File: src/sv/psp_pkg.sv
// Shared types, codes and helpers for the PSI section parser.
`timescale 1ns / 1ps
package psp_pkg;

	// Result kinds
	localparam logic [1:0] EntProg   = 2'd0;
	localparam logic [1:0] EntEs     = 2'd1;
	localparam logic [1:0] EntStatus = 2'd2;

	// Section status codes
	localparam logic [1:0] StOk    = 2'd0;
	localparam logic [1:0] StBadId = 2'd1;
	localparam logic [1:0] StShort = 2'd2;
	localparam logic [1:0] StNoEs  = 2'd3;

	// Stream classes
	localparam logic [1:0] ClsOther = 2'd0;
	localparam logic [1:0] ClsVideo = 2'd1;
	localparam logic [1:0] ClsAudio = 2'd2;

	// Table ids and stream type codes
	localparam logic [7:0] TidPat      = 8'h00;
	localparam logic [7:0] TidPmt      = 8'h02;
	localparam logic [7:0] TypeMpeg2V  = 8'h02;
	localparam logic [7:0] TypeAvc     = 8'h1b;
	localparam logic [7:0] TypeMpeg2A  = 8'h04;
	localparam logic [7:0] TypeAac     = 8'h0f;

	// Byte offset saturation point
	localparam logic [12:0] OffsetMax = 13'h1fff;

	// Command queue depth between front and back
	localparam int QDepth = 4;
	localparam int QAw    = $clog2(QDepth);

	// One queued command: an optional entry result followed by an optional status
	typedef struct packed {
		logic        ent_v;
		logic [1:0]  ent_kind;
		logic [15:0] ent_pn;
		logic [12:0] ent_pid;
		logic [7:0]  ent_type;
		logic        st_v;
		logic [15:0] st_pn;
		logic [1:0]  st_code;
	} cmd_t;

	// Classify an elementary stream type byte
	function automatic logic [1:0] class_of(input logic [7:0] t);
		logic [1:0] c;
		c = ClsOther;
		if (t == TypeMpeg2V || t == TypeAvc) c = ClsVideo;
		else if (t == TypeMpeg2A || t == TypeAac) c = ClsAudio;
		return c;
	endfunction

endpackage

File: src/sv/psp_in_if.sv
// Section byte channel: valid/ready handshake with one byte and its marks.
`timescale 1ns / 1ps
interface psp_in_if;
	logic       valid;
	logic       ready;
	logic [7:0] data_byte;
	logic       first_byte;
	logic       last_byte;
	logic       table_kind;

	modport source (output valid, data_byte, first_byte, last_byte, table_kind, input ready);
	modport sink   (input valid, data_byte, first_byte, last_byte, table_kind, output ready);
endinterface

File: src/sv/psp_out_if.sv
// Parse result channel: valid/ready handshake with one result.
`timescale 1ns / 1ps
interface psp_out_if;
	logic        valid;
	logic        ready;
	logic [1:0]  entry_kind;
	logic [15:0] program_number;
	logic [12:0] stream_pid;
	logic [7:0]  es_type;
	logic [1:0]  stream_class;
	logic        network_entry;
	logic [1:0]  status;
	logic        last_result;

	modport source (output valid, entry_kind, program_number, stream_pid, es_type,
		stream_class, network_entry, status, last_result, input ready);
	modport sink   (input valid, entry_kind, program_number, stream_pid, es_type,
		stream_class, network_entry, status, last_result, output ready);
endinterface

File: src/sv/psi_section_parser_unit.sv
// PAT/PMT section parser: byte-per-cycle front end, command queue, result stage.
// Each result passes through the command queue and the registered output stage.
// Throughput: one byte per cycle while the queue has room; results leave at one per
// cycle through the output register while the sink is ready, so a byte that both closes
// an entry and ends the section gives two results, the entry and then its status.
// Input is held off only while the four-deep command queue is full.
// Reset (arst_n low) clears all section state, the queue pointers and the output valid.
`timescale 1ns / 1ps
module psi_section_parser_unit (
	input  logic      clk,
	input  logic      arst_n,
	psp_in_if.sink    sec,
	psp_out_if.source res
);
	import psp_pkg::*;

	cmd_t push_cmd;
	cmd_t head;
	logic push;
	logic pop;
	logic full;
	logic head_v;

	psp_front u_front (
		.clk      (clk),
		.arst_n   (arst_n),
		.sec      (sec),
		.full     (full),
		.push     (push),
		.push_cmd (push_cmd)
	);

	psp_queue u_queue (
		.clk      (clk),
		.arst_n   (arst_n),
		.push     (push),
		.push_cmd (push_cmd),
		.pop      (pop),
		.full     (full),
		.head_v   (head_v),
		.head     (head)
	);

	psp_back u_back (
		.clk    (clk),
		.arst_n (arst_n),
		.head_v (head_v),
		.head   (head),
		.pop    (pop),
		.res    (res)
	);

endmodule

File: src/sv/psp_front.sv
// Front end: accepts section bytes, tracks section state and queues result commands.
`timescale 1ns / 1ps
module psp_front (
	input  logic         clk,
	input  logic         arst_n,
	psp_in_if.sink       sec,
	input  logic         full,
	output logic         push,
	output psp_pkg::cmd_t push_cmd
);
	import psp_pkg::*;

	logic [12:0] off_q, n_off, o;
	logic [11:0] slen_q, n_slen;
	logic [11:0] ilen_q, n_ilen;
	logic [15:0] sid_q, n_sid;
	logic [39:0] eb_q, n_eb, shifted;
	logic [2:0]  idx_q, n_idx;
	logic [11:0] skip_q, n_skip;
	logic        kind_q, n_kind;
	logic        err_q, n_err;
	logic        es_q, n_es;
	logic        accept;
	logic        in_body;
	logic [13:0] size;
	logic [1:0]  st_code;
	logic        ent_v;
	logic [1:0]  ent_kind;
	logic [15:0] ent_pn;
	logic [12:0] ent_pid;
	logic [7:0]  ent_type;

	assign sec.ready = !full;
	assign accept    = sec.valid && sec.ready;

	// Work out next section state and the results of this byte
	always_comb begin
		o       = sec.first_byte ? 13'd0 : off_q;
		shifted = {eb_q[31:0], sec.data_byte};
		n_slen  = slen_q;
		n_ilen  = ilen_q;
		n_sid   = sid_q;
		n_eb    = eb_q;
		n_idx   = idx_q;
		n_skip  = skip_q;
		n_kind  = kind_q;
		n_err   = err_q;
		n_es    = es_q;
		ent_v    = 1'b0;
		ent_kind = EntProg;
		ent_pn   = '0;
		ent_pid  = '0;
		ent_type = '0;

		// Header fields
		if (o == 13'd0) begin
			n_slen = '0;
			n_ilen = '0;
			n_sid  = '0;
			n_eb   = '0;
			n_idx  = '0;
			n_skip = '0;
			n_es   = 1'b0;
			n_kind = sec.table_kind;
			n_err  = sec.data_byte != (sec.table_kind ? TidPmt : TidPat);
		end else if (o == 13'd1) begin
			n_slen = {sec.data_byte[3:0], 8'h00};
		end else if (o == 13'd2) begin
			n_slen = {slen_q[11:8], sec.data_byte};
		end else if (o == 13'd3) begin
			n_sid = {sec.data_byte, 8'h00};
		end else if (o == 13'd4) begin
			n_sid = {sid_q[15:8], sec.data_byte};
		end else if (kind_q && o == 13'd10) begin
			n_ilen = {sec.data_byte[3:0], 8'h00};
		end else if (kind_q && o == 13'd11) begin
			n_ilen = {ilen_q[11:8], sec.data_byte};
			n_skip = {ilen_q[11:8], sec.data_byte};
			n_idx  = '0;
		end

		// Entry loop, up to the CRC
		in_body = !err_q && (o >= 13'd8) && (({1'b0, o} + 14'd1) < {2'b00, slen_q});
		if (in_body && !kind_q) begin
			n_eb = shifted;
			if (idx_q >= 3'd3) begin
				ent_v    = 1'b1;
				ent_kind = EntProg;
				ent_pn   = shifted[31:16];
				ent_pid  = shifted[12:0];
				n_idx    = '0;
			end else begin
				n_idx = idx_q + 3'd1;
			end
		end else if (in_body && kind_q && o >= 13'd12) begin
			if (skip_q != 12'd0) begin
				n_skip = skip_q - 12'd1;
			end else begin
				n_eb = shifted;
				if (idx_q >= 3'd4) begin
					ent_v    = 1'b1;
					ent_kind = EntEs;
					ent_pn   = sid_q;
					ent_pid  = shifted[28:16];
					ent_type = shifted[39:32];
					n_skip   = shifted[11:0];
					n_idx    = '0;
					n_es     = 1'b1;
				end else begin
					n_idx = idx_q + 3'd1;
				end
			end
		end

		// Closing status from the updated state
		size = {1'b0, o} + 14'd1;
		if (!n_kind) begin
			priority if (size <= 14'd8)                   st_code = StShort;
			else if (n_err)                               st_code = StBadId;
			else if ({2'b00, n_slen} > size - 14'd3)      st_code = StShort;
			else if (n_slen < 12'd9)                      st_code = StShort;
			else                                          st_code = StOk;
		end else begin
			priority if (size <= 14'd12)                  st_code = StShort;
			else if (n_err)                               st_code = StBadId;
			else if ({2'b00, n_slen} > size - 14'd3)      st_code = StShort;
			else if (n_slen <= 12'd13)                    st_code = StShort;
			else if (n_slen - 12'd13 <= n_ilen)           st_code = StNoEs;
			else if (!n_es)                               st_code = StNoEs;
			else                                          st_code = StOk;
		end

		push_cmd.ent_v    = ent_v;
		push_cmd.ent_kind = ent_kind;
		push_cmd.ent_pn   = ent_pn;
		push_cmd.ent_pid  = ent_pid;
		push_cmd.ent_type = ent_type;
		push_cmd.st_v     = sec.last_byte;
		push_cmd.st_pn    = n_kind ? n_sid : 16'd0;
		push_cmd.st_code  = st_code;

		// Advance offset, or drop the section after its last byte
		if (sec.last_byte) begin
			n_off  = '0;
			n_slen = '0;
			n_ilen = '0;
			n_sid  = '0;
			n_eb   = '0;
			n_idx  = '0;
			n_skip = '0;
			n_kind = 1'b0;
			n_err  = 1'b0;
			n_es   = 1'b0;
		end else begin
			n_off = (o < OffsetMax) ? o + 13'd1 : OffsetMax;
		end
	end

	assign push = accept && (ent_v || sec.last_byte);

	// Section state registers
	always_ff @(posedge clk or negedge arst_n) begin
		if (!arst_n) begin
			off_q  <= '0;
			slen_q <= '0;
			ilen_q <= '0;
			sid_q  <= '0;
			eb_q   <= '0;
			idx_q  <= '0;
			skip_q <= '0;
			kind_q <= 1'b0;
			err_q  <= 1'b0;
			es_q   <= 1'b0;
		end else if (accept) begin
			off_q  <= n_off;
			slen_q <= n_slen;
			ilen_q <= n_ilen;
			sid_q  <= n_sid;
			eb_q   <= n_eb;
			idx_q  <= n_idx;
			skip_q <= n_skip;
			kind_q <= n_kind;
			err_q  <= n_err;
			es_q   <= n_es;
		end
	end

endmodule

File: src/sv/psp_queue.sv
// Short command queue between the front end and the result stage.
`timescale 1ns / 1ps
module psp_queue (
	input  logic          clk,
	input  logic          arst_n,
	input  logic          push,
	input  psp_pkg::cmd_t push_cmd,
	input  logic          pop,
	output logic          full,
	output logic          head_v,
	output psp_pkg::cmd_t head
);
	import psp_pkg::*;

	cmd_t           mem_q [QDepth];
	logic [QAw-1:0] wr_q;
	logic [QAw-1:0] rd_q;
	logic [QAw:0]   cnt_q;
	logic           do_push;
	logic           do_pop;

	assign full    = cnt_q == (QAw+1)'(QDepth);
	assign head_v  = cnt_q != '0;
	assign head    = mem_q[rd_q];
	assign do_push = push && !full;
	assign do_pop  = pop && head_v;

	// Store commands
	always_ff @(posedge clk) begin
		if (do_push) mem_q[wr_q] <= push_cmd;
	end

	// Advance pointers and fill count
	always_ff @(posedge clk or negedge arst_n) begin
		if (!arst_n) begin
			wr_q  <= '0;
			rd_q  <= '0;
			cnt_q <= '0;
		end else begin
			if (do_push) wr_q <= (wr_q == QAw'(QDepth - 1)) ? '0 : wr_q + 1'b1;
			if (do_pop)  rd_q <= (rd_q == QAw'(QDepth - 1)) ? '0 : rd_q + 1'b1;
			if (do_push && !do_pop)      cnt_q <= cnt_q + 1'b1;
			else if (do_pop && !do_push) cnt_q <= cnt_q - 1'b1;
		end
	end

endmodule

File: src/sv/psp_back.sv
// Result stage: expands queued commands into results and holds them for the sink.
`timescale 1ns / 1ps
module psp_back (
	input  logic          clk,
	input  logic          arst_n,
	input  logic          head_v,
	input  psp_pkg::cmd_t head,
	output logic          pop,
	psp_out_if.source     res
);
	import psp_pkg::*;

	logic        phase_q;
	logic        ov_q;
	logic        sel_st;
	logic        load;
	logic [1:0]  kind_q;
	logic [15:0] pn_q;
	logic [12:0] pid_q;
	logic [7:0]  type_q;
	logic [1:0]  cls_q;
	logic        net_q;
	logic [1:0]  st_q;
	logic        last_q;

	assign sel_st = phase_q || !head.ent_v;
	assign load   = head_v && (!ov_q || res.ready);
	assign pop    = load && (sel_st || !head.st_v);

	// Output handshake and command phase
	always_ff @(posedge clk or negedge arst_n) begin
		if (!arst_n) begin
			ov_q    <= 1'b0;
			phase_q <= 1'b0;
		end else begin
			if (load)           ov_q <= 1'b1;
			else if (res.ready) ov_q <= 1'b0;
			if (load)           phase_q <= !pop;
		end
	end

	// Output payload
	always_ff @(posedge clk) begin
		if (load) begin
			if (sel_st) begin
				kind_q <= EntStatus;
				pn_q   <= head.st_pn;
				pid_q  <= '0;
				type_q <= '0;
				cls_q  <= ClsOther;
				net_q  <= 1'b0;
				st_q   <= head.st_code;
				last_q <= 1'b1;
			end else begin
				kind_q <= head.ent_kind;
				pn_q   <= head.ent_pn;
				pid_q  <= head.ent_pid;
				type_q <= head.ent_type;
				cls_q  <= (head.ent_kind == EntEs) ? class_of(head.ent_type) : ClsOther;
				net_q  <= (head.ent_kind == EntProg) && (head.ent_pn == 16'd0);
				st_q   <= StOk;
				last_q <= 1'b0;
			end
		end
	end

	assign res.valid          = ov_q;
	assign res.entry_kind     = kind_q;
	assign res.program_number = pn_q;
	assign res.stream_pid     = pid_q;
	assign res.es_type        = type_q;
	assign res.stream_class   = cls_q;
	assign res.network_entry  = net_q;
	assign res.status         = st_q;
	assign res.last_result    = last_q;

endmodule

File: src/flat_wrapper.sv
// flat-port wrapper written by rule: the top's interface ports become plain ports
module psi_section_parser_unit_flat import psp_pkg::*;
  (clk, arst_n, sec_valid, sec_data_byte, sec_first_byte, sec_last_byte, sec_table_kind, sec_ready, res_valid, res_entry_kind, res_program_number, res_stream_pid, res_es_type, res_stream_class, res_network_entry, res_status, res_last_result, res_ready);
  psp_in_if sec_i ();
  psp_out_if res_i ();
  input  logic clk;
  input  logic arst_n;
  input wire logic [$bits(sec_i.valid)-1:0] sec_valid;
  input wire logic [$bits(sec_i.data_byte)-1:0] sec_data_byte;
  input wire logic [$bits(sec_i.first_byte)-1:0] sec_first_byte;
  input wire logic [$bits(sec_i.last_byte)-1:0] sec_last_byte;
  input wire logic [$bits(sec_i.table_kind)-1:0] sec_table_kind;
  output wire logic [$bits(sec_i.ready)-1:0] sec_ready;
  output wire logic [$bits(res_i.valid)-1:0] res_valid;
  output wire logic [$bits(res_i.entry_kind)-1:0] res_entry_kind;
  output wire logic [$bits(res_i.program_number)-1:0] res_program_number;
  output wire logic [$bits(res_i.stream_pid)-1:0] res_stream_pid;
  output wire logic [$bits(res_i.es_type)-1:0] res_es_type;
  output wire logic [$bits(res_i.stream_class)-1:0] res_stream_class;
  output wire logic [$bits(res_i.network_entry)-1:0] res_network_entry;
  output wire logic [$bits(res_i.status)-1:0] res_status;
  output wire logic [$bits(res_i.last_result)-1:0] res_last_result;
  input wire logic [$bits(res_i.ready)-1:0] res_ready;
  assign sec_i.valid = sec_valid;
  assign sec_i.data_byte = sec_data_byte;
  assign sec_i.first_byte = sec_first_byte;
  assign sec_i.last_byte = sec_last_byte;
  assign sec_i.table_kind = sec_table_kind;
  assign sec_ready = sec_i.ready;
  assign res_valid = res_i.valid;
  assign res_entry_kind = res_i.entry_kind;
  assign res_program_number = res_i.program_number;
  assign res_stream_pid = res_i.stream_pid;
  assign res_es_type = res_i.es_type;
  assign res_stream_class = res_i.stream_class;
  assign res_network_entry = res_i.network_entry;
  assign res_status = res_i.status;
  assign res_last_result = res_i.last_result;
  assign res_i.ready = res_ready;
  psi_section_parser_unit u_core (.clk(clk), .arst_n(arst_n), .sec(sec_i), .res(res_i));
endmodule
File: config.mk
export PLATFORM = sky130hd
export DESIGN_NAME = psi_section_parser_unit_flat
export DESIGN_NICKNAME = d
export VERILOG_FILES = /design/src/sv/psp_pkg.sv /design/src/sv/psp_in_if.sv /design/src/sv/psp_out_if.sv /design/src/sv/psi_section_parser_unit.sv /design/src/sv/psp_front.sv /design/src/sv/psp_queue.sv /design/src/sv/psp_back.sv /design/src/flat_wrapper.sv
export SDC_FILE = /design/constraint.sdc
export NUM_CORES = 1
export LEC_CHECK = 0
export BUFFER_PORTS_ARGS = -buffer_cell sky130_fd_sc_hd__buf_4
export CAP_MARGIN = 25
export CORE_ASPECT_RATIO = 2
export CORE_MARGIN = 5
export CORE_UTILIZATION = 40
export DETAILED_ROUTE_END_ITERATION = 16
export PLACE_DENSITY = 0.56
export SLEW_MARGIN = 20
export SYNTH_ARGS = -nofsm -noshare
export SYNTH_HDL_FRONTEND = slang
export SYNTH_SLANG_ARGS = --single-unit
File: constraint.sdc
create_clock -name clk -period 14.25 [get_ports clk]
set_clock_uncertainty 0.15 [all_clocks]
set_input_delay 2.1375 -clock clk [delete_from_list [all_inputs] [get_ports clk]]
set_output_delay 2.1375 -clock clk [all_outputs]
set_load 0.005 [all_outputs]
==> flow_metrics.env, run 1 <==
export IMPL_synthesis_instances=1388
export IMPL_cts_sinks=389
export IMPL_ys_flop_type="edfxtp_1"
export IMPL_irDropWorstVdd_mv=0.08202
export IMPL_die_area_um2=51380
export IMPL_cts_tree="yes"
export IMPL_synthDistinctLibCells=90
export IMPL_path_cells="buf_4 -> inv_1 -> nand2_1 -> inv_1 -> ha_1 -> nand3_2 -> nor3_1 -> and3_1 -> xor2_1 -> nand2_1 -> inv_1 -> ha_1 -> a21oi_1 -> o21ai_0 -> a221o_1 -> or3_4 -> nor3_4 -> buf_4 -> o31ai_4 -> nor2_4 -> buf_4"
export IMPL_critPathMaxFanout=41
export IMPL_grt_remaining_overflow=0
export IMPL_postRouteAntennaNets=0
export IMPL_final_cell_count_no_fill=2072
export IMPL_clock_latency_ns=0.55
export IMPL_powerDensity_nw_per_um2=155.9
export IMPL_nFillCells=4251
export IMPL_routed_wl_mm=49.80
export IMPL_max_freq_mhz=122.1
export IMPL_synth_top_cell_by_area="edfxtp_1"
export IMPL_syn_avg_cell_area_um2=13.46
export IMPL_slowest_delay_ns=0.64
export IMPL_worst_setup_path_end_kind="flop"
export IMPL_firstDrtPassIters=6
export IMPL_clockRootBuffer="clkbuf_16"
export IMPL_worst_slew_pin_slew_ns=1.010
export IMPL_initial_core_util_pct=40.14
export IMPL_n_antenna_cell=0
export IMPL_place_gp_congestion=0.9692
export IMPL_io_pins=62
export IMPL_crit_family="simple AND/OR/NAND/NOR gates"
export IMPL_dp_hpwl_mm=34.69
export IMPL_cts_buffers_inserted=36
export IMPL_layout_commonest_cell="edfxtp_1"
export IMPL_vias=11900
export IMPL_yosys_register_bits=389
export IMPL_fin_setup_tns_ns=0
export IMPL_synth_area_leaders="edfxtp_1 (45%), dfrtp_1 (15%), mux4_2 (7.0%), a22o_1 (3.7%), ha_1 (3.6%)"
export IMPL_netlist_area_leader_share_pct=44.54
export IMPL_vias_per_cell=5.741
export IMPL_area_growth_pct=12.06
export IMPL_die_w_um=162.8
export IMPL_dp_cells=2009
export IMPL_syn_num_nets=1457
export IMPL_cts_max_path_buffers=3
export IMPL_start_kind="input pin"
export IMPL_async_flop_share_pct=28.79
export IMPL_antenna_found_initial=0
export IMPL_wl_per_cell_um=24.04
export IMPL_netlist_area_um2=18680
export IMPL_final_cell_mix="edfxtp_1 (277), dfrtp_1 (110), nand2_1 (103)"
export IMPL_h_tree_depth=2
export IMPL_drive_gt1_share_pct=17.92
export IMPL_rows=112
export IMPL_setup_viol=0
export IMPL_cts_hold_buffers=0
export IMPL_seq_area_frac_synth_pct=59.54
export IMPL_max_cap_violations=0
export IMPL_die_h_um=315.6
export IMPL_core_um2=46520
export IMPL_first_global_vias=12200
export IMPL_slew_headroom_pct=32.51
export IMPL_nets=1490
export IMPL_io_buffers=61
export IMPL_grt_max_degree=71
export IMPL_fin_crit_ns=8.188
export IMPL_cts_resized=0
export IMPL_hold_class="flop to flop"
export IMPL_synth_edf_count=277
export IMPL_post_route_period_util_pct=57.46
export IMPL_place_ws_ns=5.557
export IMPL_route_detailed_drc=0
export IMPL_drv_slew=0
export IMPL_grt_total_usage_pct=19.45
export IMPL_drt_iter0_drc=754
export IMPL_cts_setup_buffers=0
export IMPL_leakage_nw=7.833
export IMPL_cpMaxStageDelayCell="ha_1"
export IMPL_status="finished, final reports clean"
export IMPL_crit_buf_inv=6
export IMPL_rsz0062_at_grt="no"
export IMPL_grt_pass1_wl_mm=75.85
export IMPL_crit_required_ns=14.27
export IMPL_arrival_ns=8.21
export IMPL_yosysWarnings=0
export IMPL_hold_violations=0
export IMPL_fin_ws_ns=6.062
export IMPL_critPathKind="input pin to flop"
export IMPL_clk_pin_slew_ns=0.06
## per-stage QoR
step           utilization (%)  area, um^2  total power, mW  hold slack, ns
4_1_cts                  44.92       20900            3.317          0.3355
6_report                 44.98       20930            3.264          0.3341
3_5_place_dp             42.38       19720            2.322          0.3244
2_1_floorplan                -       18680            2.017          0.2997
5_1_grt                  44.98       20930            3.421          0.3501
3_3_place_gp             42.38       19720            2.310          0.3143
## final cells by class
cell class	instances	area [um^2]	share of cell area (%)
Timing Repair Buffer	81	628.1	3.001
Inverter	55	206.4	0.9864
Sequential cell	389	11130	53.16
Tap cell	627	784.5	3.748
Clock inverter	18	242.7	1.160
Clock buffer	44	940.9	4.496
Multi-Input combinational cell	858	7000	33.45
## per-layer routing
| metal | share of wire [%] | track usage (%) | vias to the layer above |
|---|---|---|---|
| met5 | 0 | 0 | - |
| met4 | 6.7 | 11.14 | 0 |
| met3 | 3.6 | 2.087 | 135 |
| met2 | 55 | 36.83 | 358 |
| met1 | 35 | 20.58 | 6017 |
| li1 | - | - | 5386 |
## path summary, 6_finish.rpt
kind	from	end	slack, ns	cells past startpoint
max	sec_first_byte	u_core.u_queue.mem_q[2][37]	6.06	21
min	u_core.u_back.phase_q	u_core.u_back.phase_q	0.33	1
max reg2reg	u_core.u_front.off_q[0]	u_core.u_queue.mem_q[2][37]	7.62	19
min reg2reg	u_core.u_back.phase_q	u_core.u_back.phase_q	0.33	1
max in group asynchronous	arst_n	u_core.u_front.eb_q[23]	11.44	3
min in group asynchronous	arst_n	u_core.u_front.off_q[6]	1.45	1
## flip-flops by register name (all words and copies together), names as in the netlist, 8 cells and up
signal                            flops
u_core.u_queue.mem_q                232
u_core.u_front.eb_q                  32
u_core.u_back.res.program_number     16
u_core.u_front.sid_q                 16
u_core.u_back.res.stream_pid         13
u_core.u_front.off_q                 13
u_core.u_front.ilen_q                12
u_core.u_front.skip_q                12
u_core.u_front.slen_q                12
u_core.u_back.res.es_type             8
## cell families (layout without fill, tap and decap cells)
kind of cell / after synthesis / count (layout) / synth area share (%)
flops: 389 / 389 / 59.54
simple gates: 356 / 356 / 9.814
xor+xnor: 37 / 37 / 1.735
mux: 105 / 105 / 9.694
fa+ha+maj: 55 / 55 / 3.711
compound gates: 305 / 305 / 12.19
buf+inv: 141 / 198 / 3.309
## report_power, final
part / total [mW] / internal [mW] / switching (mW)
Clock: 0.990 / 0.565 / 0.425
Combinational: 0.806 / 0.369 / 0.436
Sequential: 1.47 / 1.39 / 0.0788
Total: 3.26 / 2.32 / 0.940
## worst register-to-register path: cells and delay by family, from the launching register on
family | cells | cell delay, ns
AND/OR/NAND/NOR | 8 | 2.39
AO/OA/AOI/OAI | 4 | 0.89
adder cells (fa/ha/maj) | 2 | 0.88
flip-flops | 1 | 0.51
buffers and inverters | 4 | 1.26
XOR/XNOR | 1 | 0.14
## Yosys cell counts (32+ instances only)
master      n
a21oi_1    46
a22o_1     79
clkbuf_1   48
dfrtp_1   112
edfxtp_1  277
ha_1       53
inv_1      54
mux4_2     58
nand2_1   104
nand3_1    37
nor2_1     67
nor2b_1    32
o21ai_0    52
Power figures use the tool's default switching activity.
==> run 2, diff against run 1 <==
--- a/config.mk
+++ b/config.mk
@@ -5,6 +5,7 @@
 export SDC_FILE = /design/constraint.sdc
 export NUM_CORES = 1
 export LEC_CHECK = 0
+export ABC_AREA = 1
 export BUFFER_PORTS_ARGS = -buffer_cell sky130_fd_sc_hd__buf_4
 export CAP_MARGIN = 25
 export CORE_ASPECT_RATIO = 2
==> constraint.sdc (replaced) <==
create_clock -name clk -period 8.5 [get_ports clk]
set_clock_uncertainty 0.15 [all_clocks]
set_input_delay 1.275 -clock clk [delete_from_list [all_inputs] [get_ports clk]]
set_output_delay 1.275 -clock clk [all_outputs]
set_load 0.005 [all_outputs]
==> flow_metrics.env, run 2 <==
export IMPL_cts_max_path_buffers=3
export IMPL_irDropWorstVdd_mv=0.1885
export IMPL_synth_area_leaders="edfxtp_1 (43%), dfrtp_1 (15%), nand2_1 (7.2%), o21ai_0 (4.7%), nor2_1 (3.8%)"
export IMPL_hold_class="flop to flop"
export IMPL_antenna_found_initial=0
export IMPL_post_route_period_util_pct=70.24
export IMPL_firstDrtPassIters=7
export IMPL_final_util_pct=45.09
export IMPL_synthDistinctLibCells=56
export IMPL_initial_core_util_pct=40.42
export IMPL_rsz0062_at_grt="no"
export IMPL_leakage_nw=8.496
export IMPL_path_cells="buf_4 -> nor2_1 -> ha_1 -> inv_1 -> nor2_2 -> nand4_1 -> nand2_1 -> inv_1 -> ha_1 -> nand2_1 -> o21a_1 -> nand2_1 -> nand2_1 -> nand3_2 -> nor2_4 -> nand2_1 -> nand3b_1 -> nand2_2 -> nor2_4 -> buf_4"
export IMPL_fin_setup_tns_ns=0
export IMPL_clockRootBuffer="clkbuf_16"
export IMPL_seq_area_um2=11120
export IMPL_final_cell_mix="nand2_1 (367), edfxtp_1 (277), nor2_1 (192)"
export IMPL_synth_edf_count=277
export IMPL_io_pins=62
export IMPL_drv_slew=0
export IMPL_cts_setup_buffers=0
export IMPL_cpMaxStageDelayCell="nor2_4"
export IMPL_critPathMostFrequentCell="nand2_1"
export IMPL_cts_buffers_inserted=37
export IMPL_max_cap_violations=0
export IMPL_clk_pin_slew_ns=0.07
export IMPL_critPathMaxFanout=22
export IMPL_drive_gt1_share_pct=9.917
export IMPL_worst_slew_pin_slew_ns=1.033
export IMPL_synthesis_instances=1988
export IMPL_nets=2078
export IMPL_clock_latency_ns=0.54
export IMPL_place_ws_ns=1.983
export IMPL_ys_flop_type="edfxtp_1"
export IMPL_largest_register_ffs=232
export IMPL_async_flop_share_pct=28.79
export IMPL_powerDensity_nw_per_um2=269.4
export IMPL_cts_tree="yes"
export IMPL_worst_setup_path_end_kind="flop"
export IMPL_postRouteAntennaNets=0
export IMPL_yosysMostFrequentCell="nand2_1"
export IMPL_power_mw=5.789
export IMPL_area_growth_pct=11.55
export IMPL_n_antenna_cell=0
export IMPL_arrival_ns=6.02
export IMPL_fin_ws_ns=2.529
export IMPL_yosys_register_bits=389
export IMPL_die_w_um=165.2
export IMPL_first_global_vias=14710
export IMPL_synth_top_cell_by_area="edfxtp_1"
export IMPL_netlist_area_um2=19260
export IMPL_slew_headroom_pct=31.13
export IMPL_start_kind="input pin"
export IMPL_drt_iter0_drc=963
export IMPL_die_h_um=320.3
export IMPL_dp_hpwl_mm=38.25
export IMPL_routed_wl_mm=56.23
export IMPL_grt_total_usage_pct=21.13
export IMPL_syn_num_nets=2057
export IMPL_top_regs="u_core.u_queue.mem_q: 232 flops, u_core.u_front.eb_q: 32 flops"
export IMPL_io_buffers=61
export IMPL_rows=113
export IMPL_synthTopCellsByCount="nand2_1 (368), edfxtp_1 (277), nor2_1 (197), o21ai_0 (180), inv_1 (178)"
export IMPL_multiInputGateArea_um2=7009
export IMPL_core_um2=47650
export IMPL_route_detailed_drc=0
export IMPL_vias=14720
export IMPL_vias_per_cell=5.515
export IMPL_nFillCells=4495
export IMPL_syn_avg_cell_area_um2=9.688
export IMPL_cts_sinks=389
export IMPL_grt_pass1_wl_mm=86.03
export IMPL_fin_crit_ns=5.971
export IMPL_seq_area_frac_synth_pct=57.74
export IMPL_h_tree_depth=2
export IMPL_hold_violations=0
export IMPL_place_gp_congestion=0.8983
export IMPL_cts_hold_buffers=0
export IMPL_yosysWarnings=0
export IMPL_setup_viol=0
export IMPL_netlist_area_leader_share_pct=43.19
export IMPL_whs_ns=0.3370
export IMPL_cts_resized=0
export IMPL_grt_max_degree=99
export IMPL_critPathKind="input pin to flop"
export IMPL_wl_per_cell_um=21.07
export IMPL_slowest_delay_ns=0.60
export IMPL_crit_required_ns=8.55
export IMPL_regMostFlops="u_core.u_queue.mem_q"
export IMPL_status="finished, final reports clean"
export IMPL_max_freq_mhz=167.5
export IMPL_grt_remaining_overflow=0
export IMPL_die_area_um2=52900
export IMPL_layout_commonest_cell="nand2_1"
[run 2: changes by cell type after synthesis, sizes merged, moves of 74 or more]
cell   previous run  this run
a22o             79         1
o22ai             9        83
inv              54       184
nand2           104       381
o21ai            62       223
nor2             70       214
[run 2: per-layer routing]
metal / wire length [um] / up-vias / track usage, %
met4: 3125 / 0 / 11.01
met1: 19830 / 7152 / 22.86
met2: 31160 / 441 / 39.86
met3: 2113 / 160 / 1.889
met5: 0 / - / 0
li1: - / 6966 / -
[run 2: final timing paths]
kind                                          startpoint                          end  slack [ns]  depth (start not counted)
worst max-delay path                      sec_first_byte  u_core.u_queue.mem_q[0][39]        2.53                         20
worst min-delay path            u_core.u_front.ilen_q[1]     u_core.u_front.ilen_q[1]        0.34                          2
worst max register to register   u_core.u_front.off_q[0]  u_core.u_queue.mem_q[0][39]        2.98                         20
worst min register to register  u_core.u_front.ilen_q[1]     u_core.u_front.ilen_q[1]        0.34                          2
max in group asynchronous                         arst_n     u_core.u_front.sid_q[15]        6.64                          2
min in group asynchronous                         arst_n      u_core.u_front.off_q[7]        0.43                          1
[run 2: area by class of cell]
type	count	share of cell area, %
flip-flops and latches	389	51.78
multi-input cells	1310	32.62
clock buffers	50	4.770
well taps	632	3.681
inverters	185	3.273
repair buffers	86	3.116
clock inverters	17	0.7571
[run 2: power breakdown]
| group | total (mW) | internal, mW | switching, mW |
|---|---|---|---|
| clock network | 1.65 | 0.918 | 0.729 |
| logic | 1.72 | 0.548 | 1.17 |
| registers | 2.42 | 2.34 | 0.0830 |
[run 2: metrics by stage]
step	cells	area, um^2
after global routing	2669	21480
after detailed placement	2600	20260
after global placement	2600	20260
after floorplan	1988	19260
final	2669	21480
after CTS	2667	21450
[run 2: cell families after synthesis]
kind of cell | count (synthesis) | share of synthesized area (%)
compound gates | 495 | 14.91
xor+xnor | 24 | 1.091
buf+inv | 289 | 6.224
simple gates | 735 | 16.38
flops | 389 | 57.74
mux | 2 | 0.1039
fa+ha+maj | 54 | 3.547
[run 2: critical path: cells and delay by family]
family,cells,cell delay (ns)
AO/OA/AOI/OAI,1,0.12
adder cells (fa/ha/maj),2,0.71
buffers and inverters,4,0.84
AND/OR/NAND/NOR,13,3.02
==> run 3, diff against run 2 <==
--- a/config.mk
+++ b/config.mk
@@ -5,7 +5,7 @@
 export SDC_FILE = /design/constraint.sdc
 export NUM_CORES = 1
 export LEC_CHECK = 0
-export ABC_AREA = 1
+export ABC_AREA = 0
 export BUFFER_PORTS_ARGS = -buffer_cell sky130_fd_sc_hd__buf_4
 export CAP_MARGIN = 25
 export CORE_ASPECT_RATIO = 2
==> constraint.sdc (replaced) <==
create_clock -name clk -period 5.5 [get_ports clk]
set_clock_uncertainty 0.15 [all_clocks]
set_input_delay 0.825 -clock clk [delete_from_list [all_inputs] [get_ports clk]]
set_output_delay 0.825 -clock clk [all_outputs]
set_load 0.005 [all_outputs]
==> flow_metrics.env, run 3 (synthesis results as in run 1) <==
export IMPL_status="finished, final reports clean"
export IMPL_layout_commonest_cell="edfxtp_1"
export IMPL_firstDrtPassIters=5
export IMPL_area_growth_pct=15.34
export IMPL_fin_crit_ns=4.971
export IMPL_cts_sinks=389
export IMPL_drt_iter0_drc=754
export IMPL_worst_setup_path_end_kind="flop"
export IMPL_place_gp_congestion=0.9540
export IMPL_io_pins=62
export IMPL_n_antenna_cell=0
export IMPL_hold_class="input pin to asynchronous set/reset pin"
export IMPL_io_buffers=61
export IMPL_drv_slew=0
export IMPL_fin_setup_tns_ns=0
export IMPL_initial_core_util_pct=40.14
export IMPL_max_cap_violations=0
export IMPL_placed_area_um2=20230
export IMPL_cts_setup_buffers=0
export IMPL_first_global_vias=12670
export IMPL_cts_tree="yes"
export IMPL_route_detailed_drc=0
export IMPL_final_cell_count_no_fill=2135
export IMPL_setup_viol=0
export IMPL_clk_pin_slew_ns=0.07
export IMPL_wl_per_cell_um=24.10
export IMPL_slew_headroom_pct=35.80
export IMPL_die_w_um=162.8
export IMPL_arrival_ns=5.11
export IMPL_cts_hold_buffers=0
export IMPL_vias_per_cell=5.664
export IMPL_start_kind="flop"
export IMPL_dp_cells=2067
export IMPL_h_tree_depth=2
export IMPL_core_um2=46520
export IMPL_hold_violations=0
export IMPL_routed_wl_mm=51.46
export IMPL_rsz0062_at_grt="no"
export IMPL_dp_hpwl_mm=36.70
export IMPL_powerDensity_nw_per_um2=405.9
export IMPL_drive_gt1_share_pct=21.49
export IMPL_nets=1548
export IMPL_die_area_um2=51380
export IMPL_grt_remaining_overflow=0
export IMPL_reg2regPathDepth=19
export IMPL_grt_pass1_wl_mm=78.11
export IMPL_leakage_nw=8.161
export IMPL_clockRootBuffer="clkbuf_16"
export IMPL_rows=112
export IMPL_critPathMaxFanout=11
export IMPL_cts_resized=0
export IMPL_post_route_cell_area_um2=21540
export IMPL_top_regs="u_core.u_queue.mem_q: 232 flops, u_core.u_front.eb_q: 32 flops"
export IMPL_postRouteAntennaNets=0
export IMPL_vias=12090
export IMPL_regMostFlops="u_core.u_queue.mem_q"
export IMPL_antenna_found_initial=0
export IMPL_cts_buffers_inserted=37
export IMPL_grt_total_usage_pct=20.10
export IMPL_post_route_period_util_pct=90.38
export IMPL_max_freq_mhz=201.2
export IMPL_largest_register_ffs=232
export IMPL_worst_slew_pin_slew_ns=0.9594
export IMPL_grt_max_degree=61
export IMPL_clock_latency_ns=0.55
export IMPL_irDropWorstVdd_mv=0.2711
export IMPL_whs_ns=0.2299
export IMPL_final_cell_mix="edfxtp_1 (277), buf_4 (134), dfrtp_1 (110)"
export IMPL_die_h_um=315.6
export IMPL_critPathKind="flop to flop"
export IMPL_cts_max_path_buffers=3
export IMPL_crit_required_ns=5.64
## run 3: metrics by stage
step	setup WS, ns	total power [mW]	utilization (%)
finish	0.5290	8.744	46.30
global placement	0.1719	6.105	43.48
CTS	0.5574	8.898	46.29
detailed placement	0.1428	6.124	43.48
global route	0.1873	9.168	46.30
floorplan	-0.01224	5.254	-
## run 3: routing by layer
| layer | part of all wire (%) | GRT usage, % |
|---|---|---|
| met5 | 0 | 0 |
| met1 | 33 | 19.78 |
| met3 | 3.6 | 2.517 |
| met4 | 6.7 | 11.73 |
| met2 | 57 | 39.30 |
## run 3: where the power goes
part	total, mW	switching [mW]	internal (mW)
clock network	2.75	1.15	1.60
registers	3.83	0.227	3.61
logic	2.16	1.14	1.02
total	8.74	2.53	6.22
## run 3: area by class of cell
cell class | instances | area, um^2
sequential | 389 | 11130
multi-input combinational | 858 | 7032
tap | 627 | 784.5
clock inverter | 23 | 320.3
clock buffer | 45 | 987.2
inverter | 55 | 206.4
fill | 4228 | 24980
timing repair buffer | 138 | 1086
## run 3: critical path, stage by stage, from the launching register on
cell       delay (ns)
dfrtp_1          0.48
nor4_2           0.54
buf_4            0.25
a41oi_2          0.16
nor2_2           0.54
nor2_1           0.15
inv_1            0.10
ha_1             0.22
a2111oi_2        0.10
nor2_1           0.21
o21ai_0          0.15
xnor2_1          0.15
ha_1             0.32
nand4_1          0.11
nor2_1           0.16
a221o_1          0.16
o221ai_1         0.15
o32ai_1          0.29
a22oi_1          0.13
buf_4            0.19
## run 3: final timing paths
check | slack (ns) | startpoint | to
min in group clk | 0.33 | res_ready | u_core.u_back.res.valid
worst max-delay path | 0.53 | u_core.u_front.off_q[4] | u_core.u_queue.mem_q[0][1]
worst min-delay path | 0.23 | arst_n | u_core.u_front.slen_q[10]
worst min register to register | 0.33 | u_core.u_front.eb_q[5] | u_core.u_front.eb_q[13]
worst max register to register | 0.53 | u_core.u_front.off_q[4] | u_core.u_queue.mem_q[0][1]
max in group asynchronous | 4.02 | arst_n | u_core.u_queue.rd_q[0]
